[src/rtl/core/nrpc_pkg.sv]
package nrpc_pkg;

	localparam int unsigned CHAN_W   = 8;
	localparam int unsigned SQ_W     = 2 * CHAN_W;
	localparam int unsigned DIST_W   = 18;
	localparam int unsigned IDX_W    = 4;
	localparam int unsigned PAL_SIZE = 16;
	localparam int unsigned N_LEVELS = 4;
	localparam int unsigned N_CHAN   = 3;
	localparam int unsigned MAX_DIST = 195075;

	localparam int unsigned CH_RED   = 0;
	localparam int unsigned CH_GREEN = 1;
	localparam int unsigned CH_BLUE  = 2;

	typedef logic [1:0] level_code_t;

	localparam level_code_t LV_0   = 2'd0;
	localparam level_code_t LV_85  = 2'd1;
	localparam level_code_t LV_170 = 2'd2;
	localparam level_code_t LV_255 = 2'd3;

	typedef logic [N_LEVELS-1:0][CHAN_W-1:0] level_vec_t;

	localparam level_vec_t LEVEL_VALUE = {8'd255, 8'd170, 8'd85, 8'd0};

	typedef struct packed {
		level_code_t r;
		level_code_t g;
		level_code_t b;
	} pal_entry_t;

	typedef pal_entry_t [PAL_SIZE-1:0] pal_table_t;

	localparam pal_table_t PALETTE = {
		pal_entry_t'{LV_255, LV_255, LV_255},
		pal_entry_t'{LV_255, LV_255, LV_85},
		pal_entry_t'{LV_255, LV_85,  LV_255},
		pal_entry_t'{LV_255, LV_85,  LV_85},
		pal_entry_t'{LV_85,  LV_255, LV_255},
		pal_entry_t'{LV_85,  LV_255, LV_85},
		pal_entry_t'{LV_85,  LV_85,  LV_255},
		pal_entry_t'{LV_85,  LV_85,  LV_85},
		pal_entry_t'{LV_170, LV_170, LV_170},
		pal_entry_t'{LV_170, LV_85,  LV_0},
		pal_entry_t'{LV_170, LV_0,   LV_170},
		pal_entry_t'{LV_170, LV_0,   LV_0},
		pal_entry_t'{LV_0,   LV_170, LV_170},
		pal_entry_t'{LV_0,   LV_170, LV_0},
		pal_entry_t'{LV_0,   LV_0,   LV_170},
		pal_entry_t'{LV_0,   LV_0,   LV_0}
	};

	typedef logic [PAL_SIZE-1:0][DIST_W-1:0] dist_vec_t;

	typedef struct packed {
		logic [IDX_W-1:0]  idx;
		logic [DIST_W-1:0] dist_sq;
	} cand_t;

	// The first argument must carry the lower index, so ties keep it.
	function automatic cand_t pick_nearer(input cand_t lo, input cand_t hi);
		cand_t res;
		res = (hi.dist_sq < lo.dist_sq) ? hi : lo;
		return res;
	endfunction

endpackage

[src/rtl/core/nrpc_if.sv]
interface nrpc_pixel_if;
	logic                        valid;
	logic                        ready;
	logic [nrpc_pkg::CHAN_W-1:0] red;
	logic [nrpc_pkg::CHAN_W-1:0] green;
	logic [nrpc_pkg::CHAN_W-1:0] blue;

	modport source (output valid, output red, output green, output blue, input ready);
	modport sink (input valid, input red, input green, input blue, output ready);
endinterface

interface nrpc_dist_if;
	logic                valid;
	logic                ready;
	nrpc_pkg::dist_vec_t dist_sq;

	modport source (output valid, output dist_sq, input ready);
	modport sink (input valid, input dist_sq, output ready);
endinterface

interface nrpc_result_if;
	logic                        valid;
	logic                        ready;
	logic [nrpc_pkg::IDX_W-1:0]  palette_index;
	logic [nrpc_pkg::DIST_W-1:0] min_dist_sq;

	modport source (output valid, output palette_index, output min_dist_sq, input ready);
	modport sink (input valid, input palette_index, input min_dist_sq, output ready);
endinterface

[src/rtl/core/nrpc_dist.sv]
module nrpc_dist (
	input  logic         clk,
	input  logic         arst_n,
	nrpc_pixel_if.sink   pixel,
	nrpc_dist_if.source  dist_out
);

	typedef logic [nrpc_pkg::N_CHAN-1:0][nrpc_pkg::N_LEVELS-1:0][nrpc_pkg::CHAN_W-1:0] diff_t;
	typedef logic [nrpc_pkg::N_CHAN-1:0][nrpc_pkg::N_LEVELS-1:0][nrpc_pkg::SQ_W-1:0] sq_t;

	logic valid_s1, valid_s2, valid_s3;
	logic rdy_s1, rdy_s2, rdy_s3;

	diff_t               diff_c, diff_s1;
	sq_t                 sq_c, sq_s2;
	nrpc_pkg::dist_vec_t dist_c, dist_s3;

	assign rdy_s3      = !valid_s3 || dist_out.ready;
	assign rdy_s2      = !valid_s2 || rdy_s3;
	assign rdy_s1      = !valid_s1 || rdy_s2;
	assign pixel.ready = rdy_s1;

	always_comb begin
		logic [nrpc_pkg::N_CHAN-1:0][nrpc_pkg::CHAN_W-1:0] chan;
		chan[nrpc_pkg::CH_RED]   = pixel.red;
		chan[nrpc_pkg::CH_GREEN] = pixel.green;
		chan[nrpc_pkg::CH_BLUE]  = pixel.blue;
		for (int c = 0; c < nrpc_pkg::N_CHAN; c++) begin
			for (int l = 0; l < nrpc_pkg::N_LEVELS; l++) begin
				diff_c[c][l] = (chan[c] >= nrpc_pkg::LEVEL_VALUE[l]) ?
					chan[c] - nrpc_pkg::LEVEL_VALUE[l] :
					nrpc_pkg::LEVEL_VALUE[l] - chan[c];
			end
		end
	end

	always_comb begin
		for (int c = 0; c < nrpc_pkg::N_CHAN; c++) begin
			for (int l = 0; l < nrpc_pkg::N_LEVELS; l++) begin
				sq_c[c][l] = nrpc_pkg::SQ_W'(diff_s1[c][l]) * nrpc_pkg::SQ_W'(diff_s1[c][l]);
			end
		end
	end

	always_comb begin
		for (int k = 0; k < nrpc_pkg::PAL_SIZE; k++) begin
			dist_c[k] =
				nrpc_pkg::DIST_W'(sq_s2[nrpc_pkg::CH_RED][nrpc_pkg::PALETTE[k].r]) +
				nrpc_pkg::DIST_W'(sq_s2[nrpc_pkg::CH_GREEN][nrpc_pkg::PALETTE[k].g]) +
				nrpc_pkg::DIST_W'(sq_s2[nrpc_pkg::CH_BLUE][nrpc_pkg::PALETTE[k].b]);
		end
	end

	always_ff @(posedge clk or negedge arst_n) begin
		if (!arst_n) begin
			valid_s1 <= 1'b0;
			valid_s2 <= 1'b0;
			valid_s3 <= 1'b0;
		end else begin
			if (rdy_s1) valid_s1 <= pixel.valid;
			if (rdy_s2) valid_s2 <= valid_s1;
			if (rdy_s3) valid_s3 <= valid_s2;
		end
	end

	always_ff @(posedge clk) begin
		if (rdy_s1 && pixel.valid) diff_s1 <= diff_c;
		if (rdy_s2 && valid_s1) sq_s2 <= sq_c;
		if (rdy_s3 && valid_s2) dist_s3 <= dist_c;
	end

	assign dist_out.valid   = valid_s3;
	assign dist_out.dist_sq = dist_s3;

endmodule

[src/rtl/core/nrpc_argmin.sv]
module nrpc_argmin (
	input  logic           clk,
	input  logic           arst_n,
	nrpc_dist_if.sink      dist_in,
	nrpc_result_if.source  result
);

	localparam int unsigned N_MID = nrpc_pkg::PAL_SIZE / 4;

	logic valid_s4, valid_s5;
	logic rdy_s4, rdy_s5;

	nrpc_pkg::cand_t [N_MID-1:0] mid_c, mid_s4;
	nrpc_pkg::cand_t             best_c, best_s5;

	assign rdy_s5        = !valid_s5 || result.ready;
	assign rdy_s4        = !valid_s4 || rdy_s5;
	assign dist_in.ready = rdy_s4;

	always_comb begin
		nrpc_pkg::cand_t [nrpc_pkg::PAL_SIZE-1:0] leaf;
		nrpc_pkg::cand_t [2*N_MID-1:0]            pair;
		for (int k = 0; k < nrpc_pkg::PAL_SIZE; k++) begin
			leaf[k].idx     = nrpc_pkg::IDX_W'(k);
			leaf[k].dist_sq = dist_in.dist_sq[k];
		end
		for (int p = 0; p < 2 * N_MID; p++) begin
			pair[p] = nrpc_pkg::pick_nearer(leaf[2*p], leaf[2*p+1]);
		end
		for (int m = 0; m < N_MID; m++) begin
			mid_c[m] = nrpc_pkg::pick_nearer(pair[2*m], pair[2*m+1]);
		end
	end

	always_comb begin
		nrpc_pkg::cand_t lo_half, hi_half;
		lo_half = nrpc_pkg::pick_nearer(mid_s4[0], mid_s4[1]);
		hi_half = nrpc_pkg::pick_nearer(mid_s4[2], mid_s4[3]);
		best_c  = nrpc_pkg::pick_nearer(lo_half, hi_half);
	end

	always_ff @(posedge clk or negedge arst_n) begin
		if (!arst_n) begin
			valid_s4 <= 1'b0;
			valid_s5 <= 1'b0;
		end else begin
			if (rdy_s4) valid_s4 <= dist_in.valid;
			if (rdy_s5) valid_s5 <= valid_s4;
		end
	end

	always_ff @(posedge clk) begin
		if (rdy_s4 && dist_in.valid) mid_s4 <= mid_c;
		if (rdy_s5 && valid_s4) best_s5 <= best_c;
	end

	assign result.valid         = valid_s5;
	assign result.palette_index = best_s5.idx;
	assign result.min_dist_sq   = best_s5.dist_sq;

endmodule

[src/rtl/core/nearest_palette_color_core.sv]
// Maps each 24-bit RGB pixel to the nearest of 16 fixed CGA colors (channel levels 0, 85,
// 170 and 255) and returns that color's index with the squared distance to it; ties go to
// the lower index. A pixel is taken every clock unless back-pressure fills the pipeline:
// three stages form the channel differences, their squares and the sixteen distance sums,
// and two stages reduce them through a compare tree. Each stage
// holds its data while the stage after it is full and stalled, so the pipeline keeps
// filling its empty stages while a result waits on the output.
module nearest_palette_color_core (
	input  logic           clk,
	input  logic           arst_n,
	nrpc_pixel_if.sink     pixel,
	nrpc_result_if.source  result
);

	localparam int unsigned DEPTH = 5;

	nrpc_dist_if dist_ch ();

	logic [2:0] inflight_q;

	nrpc_dist u_dist (
		.clk      (clk),
		.arst_n   (arst_n),
		.pixel    (pixel),
		.dist_out (dist_ch)
	);

	nrpc_argmin u_argmin (
		.clk     (clk),
		.arst_n  (arst_n),
		.dist_in (dist_ch),
		.result  (result)
	);

	always_ff @(posedge clk or negedge arst_n) begin
		if (!arst_n) begin
			inflight_q <= '0;
		end else begin
			inflight_q <= inflight_q + 3'(pixel.valid && pixel.ready)
				- 3'(result.valid && result.ready);
		end
	end

	a_dist_range: assert property (@(posedge clk) disable iff (!arst_n)
		result.valid |-> 32'(result.min_dist_sq) <= nrpc_pkg::MAX_DIST)
		else $error("result distance out of range");

	a_depth: assert property (@(posedge clk) disable iff (!arst_n)
		32'(inflight_q) <= DEPTH)
		else $error("more beats in flight than pipeline stages");

	a_no_phantom: assert property (@(posedge clk) disable iff (!arst_n)
		result.valid |-> inflight_q != 3'd0)
		else $error("result beat without an accepted pixel");

	a_full_stall: assert property (@(posedge clk) disable iff (!arst_n)
		32'(inflight_q) == DEPTH && !result.ready |-> !pixel.ready)
		else $error("pixel accepted into a full pipeline");

endmodule

[src/flat_wrapper.sv]
// flat-port wrapper written by rule: the top's interface ports become plain ports
module nearest_palette_color_core_flat 
  (clk, arst_n, pixel_valid, pixel_red, pixel_green, pixel_blue, pixel_ready, result_valid, result_palette_index, result_min_dist_sq, result_ready);
  nrpc_pixel_if pixel_i ();
  nrpc_result_if result_i ();
  input  logic clk;
  input  logic arst_n;
  input wire logic [$bits(pixel_i.valid)-1:0] pixel_valid;
  input wire logic [$bits(pixel_i.red)-1:0] pixel_red;
  input wire logic [$bits(pixel_i.green)-1:0] pixel_green;
  input wire logic [$bits(pixel_i.blue)-1:0] pixel_blue;
  output wire logic [$bits(pixel_i.ready)-1:0] pixel_ready;
  output wire logic [$bits(result_i.valid)-1:0] result_valid;
  output wire logic [$bits(result_i.palette_index)-1:0] result_palette_index;
  output wire logic [$bits(result_i.min_dist_sq)-1:0] result_min_dist_sq;
  input wire logic [$bits(result_i.ready)-1:0] result_ready;
  assign pixel_i.valid = pixel_valid;
  assign pixel_i.red = pixel_red;
  assign pixel_i.green = pixel_green;
  assign pixel_i.blue = pixel_blue;
  assign pixel_ready = pixel_i.ready;
  assign result_valid = result_i.valid;
  assign result_palette_index = result_i.palette_index;
  assign result_min_dist_sq = result_i.min_dist_sq;
  assign result_i.ready = result_ready;
  nearest_palette_color_core u_core (.clk(clk), .arst_n(arst_n), .pixel(pixel_i), .result(result_i));
endmodule
[config.mk]
export PLATFORM = sky130hd
export DESIGN_NAME = nearest_palette_color_core_flat
export DESIGN_NICKNAME = d
export VERILOG_FILES = /design/src/rtl/core/nrpc_pkg.sv /design/src/rtl/core/nrpc_if.sv /design/src/rtl/core/nrpc_dist.sv /design/src/rtl/core/nrpc_argmin.sv /design/src/rtl/core/nearest_palette_color_core.sv /design/src/flat_wrapper.sv
export SDC_FILE = /design/constraint.sdc
export NUM_CORES = 2
export LEC_CHECK = 0
export BUFFER_PORTS_ARGS = -buffer_cell sky130_fd_sc_hd__clkbuf_2
export CAP_MARGIN = 20
export CORE_AREA = 5 5 363 365
export CTS_BUF_LIST = sky130_fd_sc_hd__clkbuf_2 sky130_fd_sc_hd__clkbuf_4 sky130_fd_sc_hd__clkbuf_8
export CTS_CLUSTER_DIAMETER = 150
export DETAILED_ROUTE_END_ITERATION = 16
export DIE_AREA = 0 0 368 370
export PLACE_DENSITY = 0.69
export SLEW_MARGIN = 40
export SYNTH_ARGS = -nofsm -noshare
export SYNTH_HDL_FRONTEND = slang
export SYNTH_SLANG_ARGS = --single-unit
export TNS_END_PERCENT = 20
[constraint.sdc]
create_clock -name clk -period 10 [get_ports clk]
set_input_delay 2 -clock clk [delete_from_list [all_inputs] [get_ports clk]]
set_output_delay 2 -clock clk [all_outputs]
set_load 0.005 [all_outputs]
==> results.yml <==
placement:
  gp_congestion: 0.931
  hpwlAfterDp_mm: 125
  io_buffers: 51
final_layout:
  area_growth_syn_to_layout_pct: 7.19
  nNetsFinal: 7684
  layout.cells.most_common: "ha_1"
  layout-drive-gt1-share_pct: 5.21
  final_cell_mix: "ha_1 (977), inv_1 (857), edfxtp_1 (648)"
clock_tree:
  postCtsResizedCells: 0
  cts_buffers: 113
  htreeDepth: 3
  clkTransAtPathRegs_ns: 0.07
  post_cts_buffers: 0
  clk_latency_ns: 0.84
  cts_tree: "built"
  cts_buffer_depth: 3
  cts_hold_buffers: 0
  clock_sinks: 653
  clockRootBuffer: "clkbuf_8"
global_route:
  grt_max_degree: 164
  grt_usage_pct: 22.4
  grt_pass1_wl_mm: 241
  antenna_found_initial: 1
  grt_overflow: 0
  grt_pass1_vias: 44106
routing:
  first_pass_iters: 7
  via_count: 44601
  wirelength_mm: 153
  drt_iter0_markers: 2966
  post_drt_wl_per_cell_um: 18.8
  drc: 0
  ant_nets: 0
  routed_via_density: 5.50
synthesis:
  avgSynthCellArea_sq_um: 10.2
  yosys_warnings: 0
  ys.flop_type: "edfxtp_1"
  yosysSeqAreaShare_pct: 30.9
  ys_async_sr_fraction_pct: 0.766
  synth_area_sq_mm: 0.0634
  syn-instance-count: 6246
  synth_seq_cells: 653
  synthDistinctLibCells: 83
  synth_edf_count: 648
floorplan:
  core_sq_mm: 0.128
  num_rows: 132
  io_pins: 52
  start_util_pct: 49.4
  fp.dieH_um: 370
  die_x_um: 368
  die_area_sq_mm: 0.136
critical_path:
  cp.required_ns: 10.57
  crit_type: "reg2reg"
  cp-start-kind: "flop"
  path_max_fanout: 20
  cp.arrival_ns: 5.84
  cp-end-kind: "flop"
sta:
  relSlewSlack_pct: 42.7
  min_period_over_period_pct: 52.6
  tns_ns: 0
  skew_ns: 0.0698
  fmax_ghz: 0.190
  rsz0062_at_grt: "no"
  period_needed_ns: 5.26
  hold_viol_final: 0
  setup_viol: 0
  worst_pin_slew_ns: 0.848
  slew_viol_final: 0
hold_path:
  hold_path.class: "reg2reg"
job:
  cap_viol_max_count: 0
outcome:
  outcome: "complete, no violations"
through the flow:
step	util [%]	hold slack (ns)	cell area, sq um	cells	setup slack, ns
finish	52.9	0.473	68000	8105	4.74
global route	52.9	0.501	68000	8105	4.37
CTS	52.9	0.481	67900	8102	4.74
detailed placement	51.0	0.481	65600	7893	4.75
global placement	51.0	0.495	65600	7893	4.80
floorplan	-	0.448	63500	6251	0.916
synthesized netlist by cell type, types with 120 or more instances:
cell type / number / area [sq um]
inv_1: 857 / 3220
and2_1: 209 / 1310
a21oi_1: 382 / 1910
fa_1: 344 / 6890
o21a_1: 125 / 938
xnor2_1: 379 / 3320
a21o_1: 120 / 901
o21ai_0: 192 / 961
edfxtp_1: 648 / 19500
mux2i_1: 219 / 2190
nor3_1: 131 / 656
nor2_1: 442 / 1660
ha_1: 977 / 12200
nand2_1: 285 / 1070
registers in the layout, indices dropped and copies added, names as in the netlist:
signal,flops
u_core.u_argmin.mid_s4,80
u_core.u_argmin.result.min_dist_sq,18
u_core.u_argmin.result.palette_index,4
u_core.u_argmin.result.valid,1
u_core.u_argmin.valid_s4,1
u_core.u_dist.diff_s1,93
u_core.u_dist.dist_out.dist_sq,276
u_core.u_dist.dist_out.valid,1
u_core.u_dist.sq_s2,177
u_core.u_dist.valid_s1,1
u_core.u_dist.valid_s2,1
critical path, cell delays in order (launching register included):
cell and delay [ns]:
edfxtp_1 0.37, inv_1 0.05, ha_1 0.28, o21ai_0 0.09, a21oi_1 0.16, a221o_1 0.20
nand3_1 0.10, a41oi_2 0.67, buf_4 0.38, mux2i_1 0.31, ha_1 0.31, nand2_1 0.08
nor2_1 0.04, a2111oi_0 0.39, nor2_1 0.12, nor4_1 0.22, o21ai_0 0.23, a2111oi_4 0.47
a21boi_2 0.09, buf_4 0.25, mux2i_1 0.18
path summary, 6_finish.rpt:
path                                              start                                       to  slack [ns]  cells after the start
max                           u_core.u_argmin.mid_s4[5]  u_core.u_argmin.result.palette_index[0]        4.74                     20
min                        u_core.u_dist.dist_out.valid                 u_core.u_argmin.valid_s4        0.47                      1
max reg2reg                   u_core.u_argmin.mid_s4[5]  u_core.u_argmin.result.palette_index[0]        4.74                     20
min reg2reg                u_core.u_dist.dist_out.valid                 u_core.u_argmin.valid_s4        0.47                      1
max in group asynchronous                        arst_n             u_core.u_argmin.result.valid        8.85                      1
min in group asynchronous                        arst_n                 u_core.u_argmin.valid_s4        0.96                      1
cell families (layout without fill, tap and decap cells):
group                    Yosys count  in the layout  synth area share, %
buffers and inverters            964           1142                 5.83
AND/OR/NAND/NOR                 1446           1446                 11.0
adder cells (fa/ha/maj)         1321           1321                 30.1
flip-flops                       653            653                 30.9
other                              1              7              0.00591
XOR/XNOR                         495            495                 6.83
multiplexers                     226            226                 3.58
AO/OA/AOI/OAI                   1140           1140                 11.7
routing by layer:
layer,track usage (%),share of wire [%],up-vias
met5,0,0,-
met4,8.09,3.6,0
met3,2.67,5.6,261
met2,35.8,44,1144
met1,31.7,46,21286
li1,-,-,21910
cell type report:
cell class,count,area (sq um)
antenna,1,2.50
clock buffer,138,1750
clock inverter,71,612
fill,11271,60500
inverter,860,3230
multi-input combinational,4634,40200
sequential,653,19600
tap,1675,2100
timing repair buffer,73,489
Power is left out: the tool's default activity adds up to more than one toggle a clock period on the data nets, which glitch-free logic cannot reach.
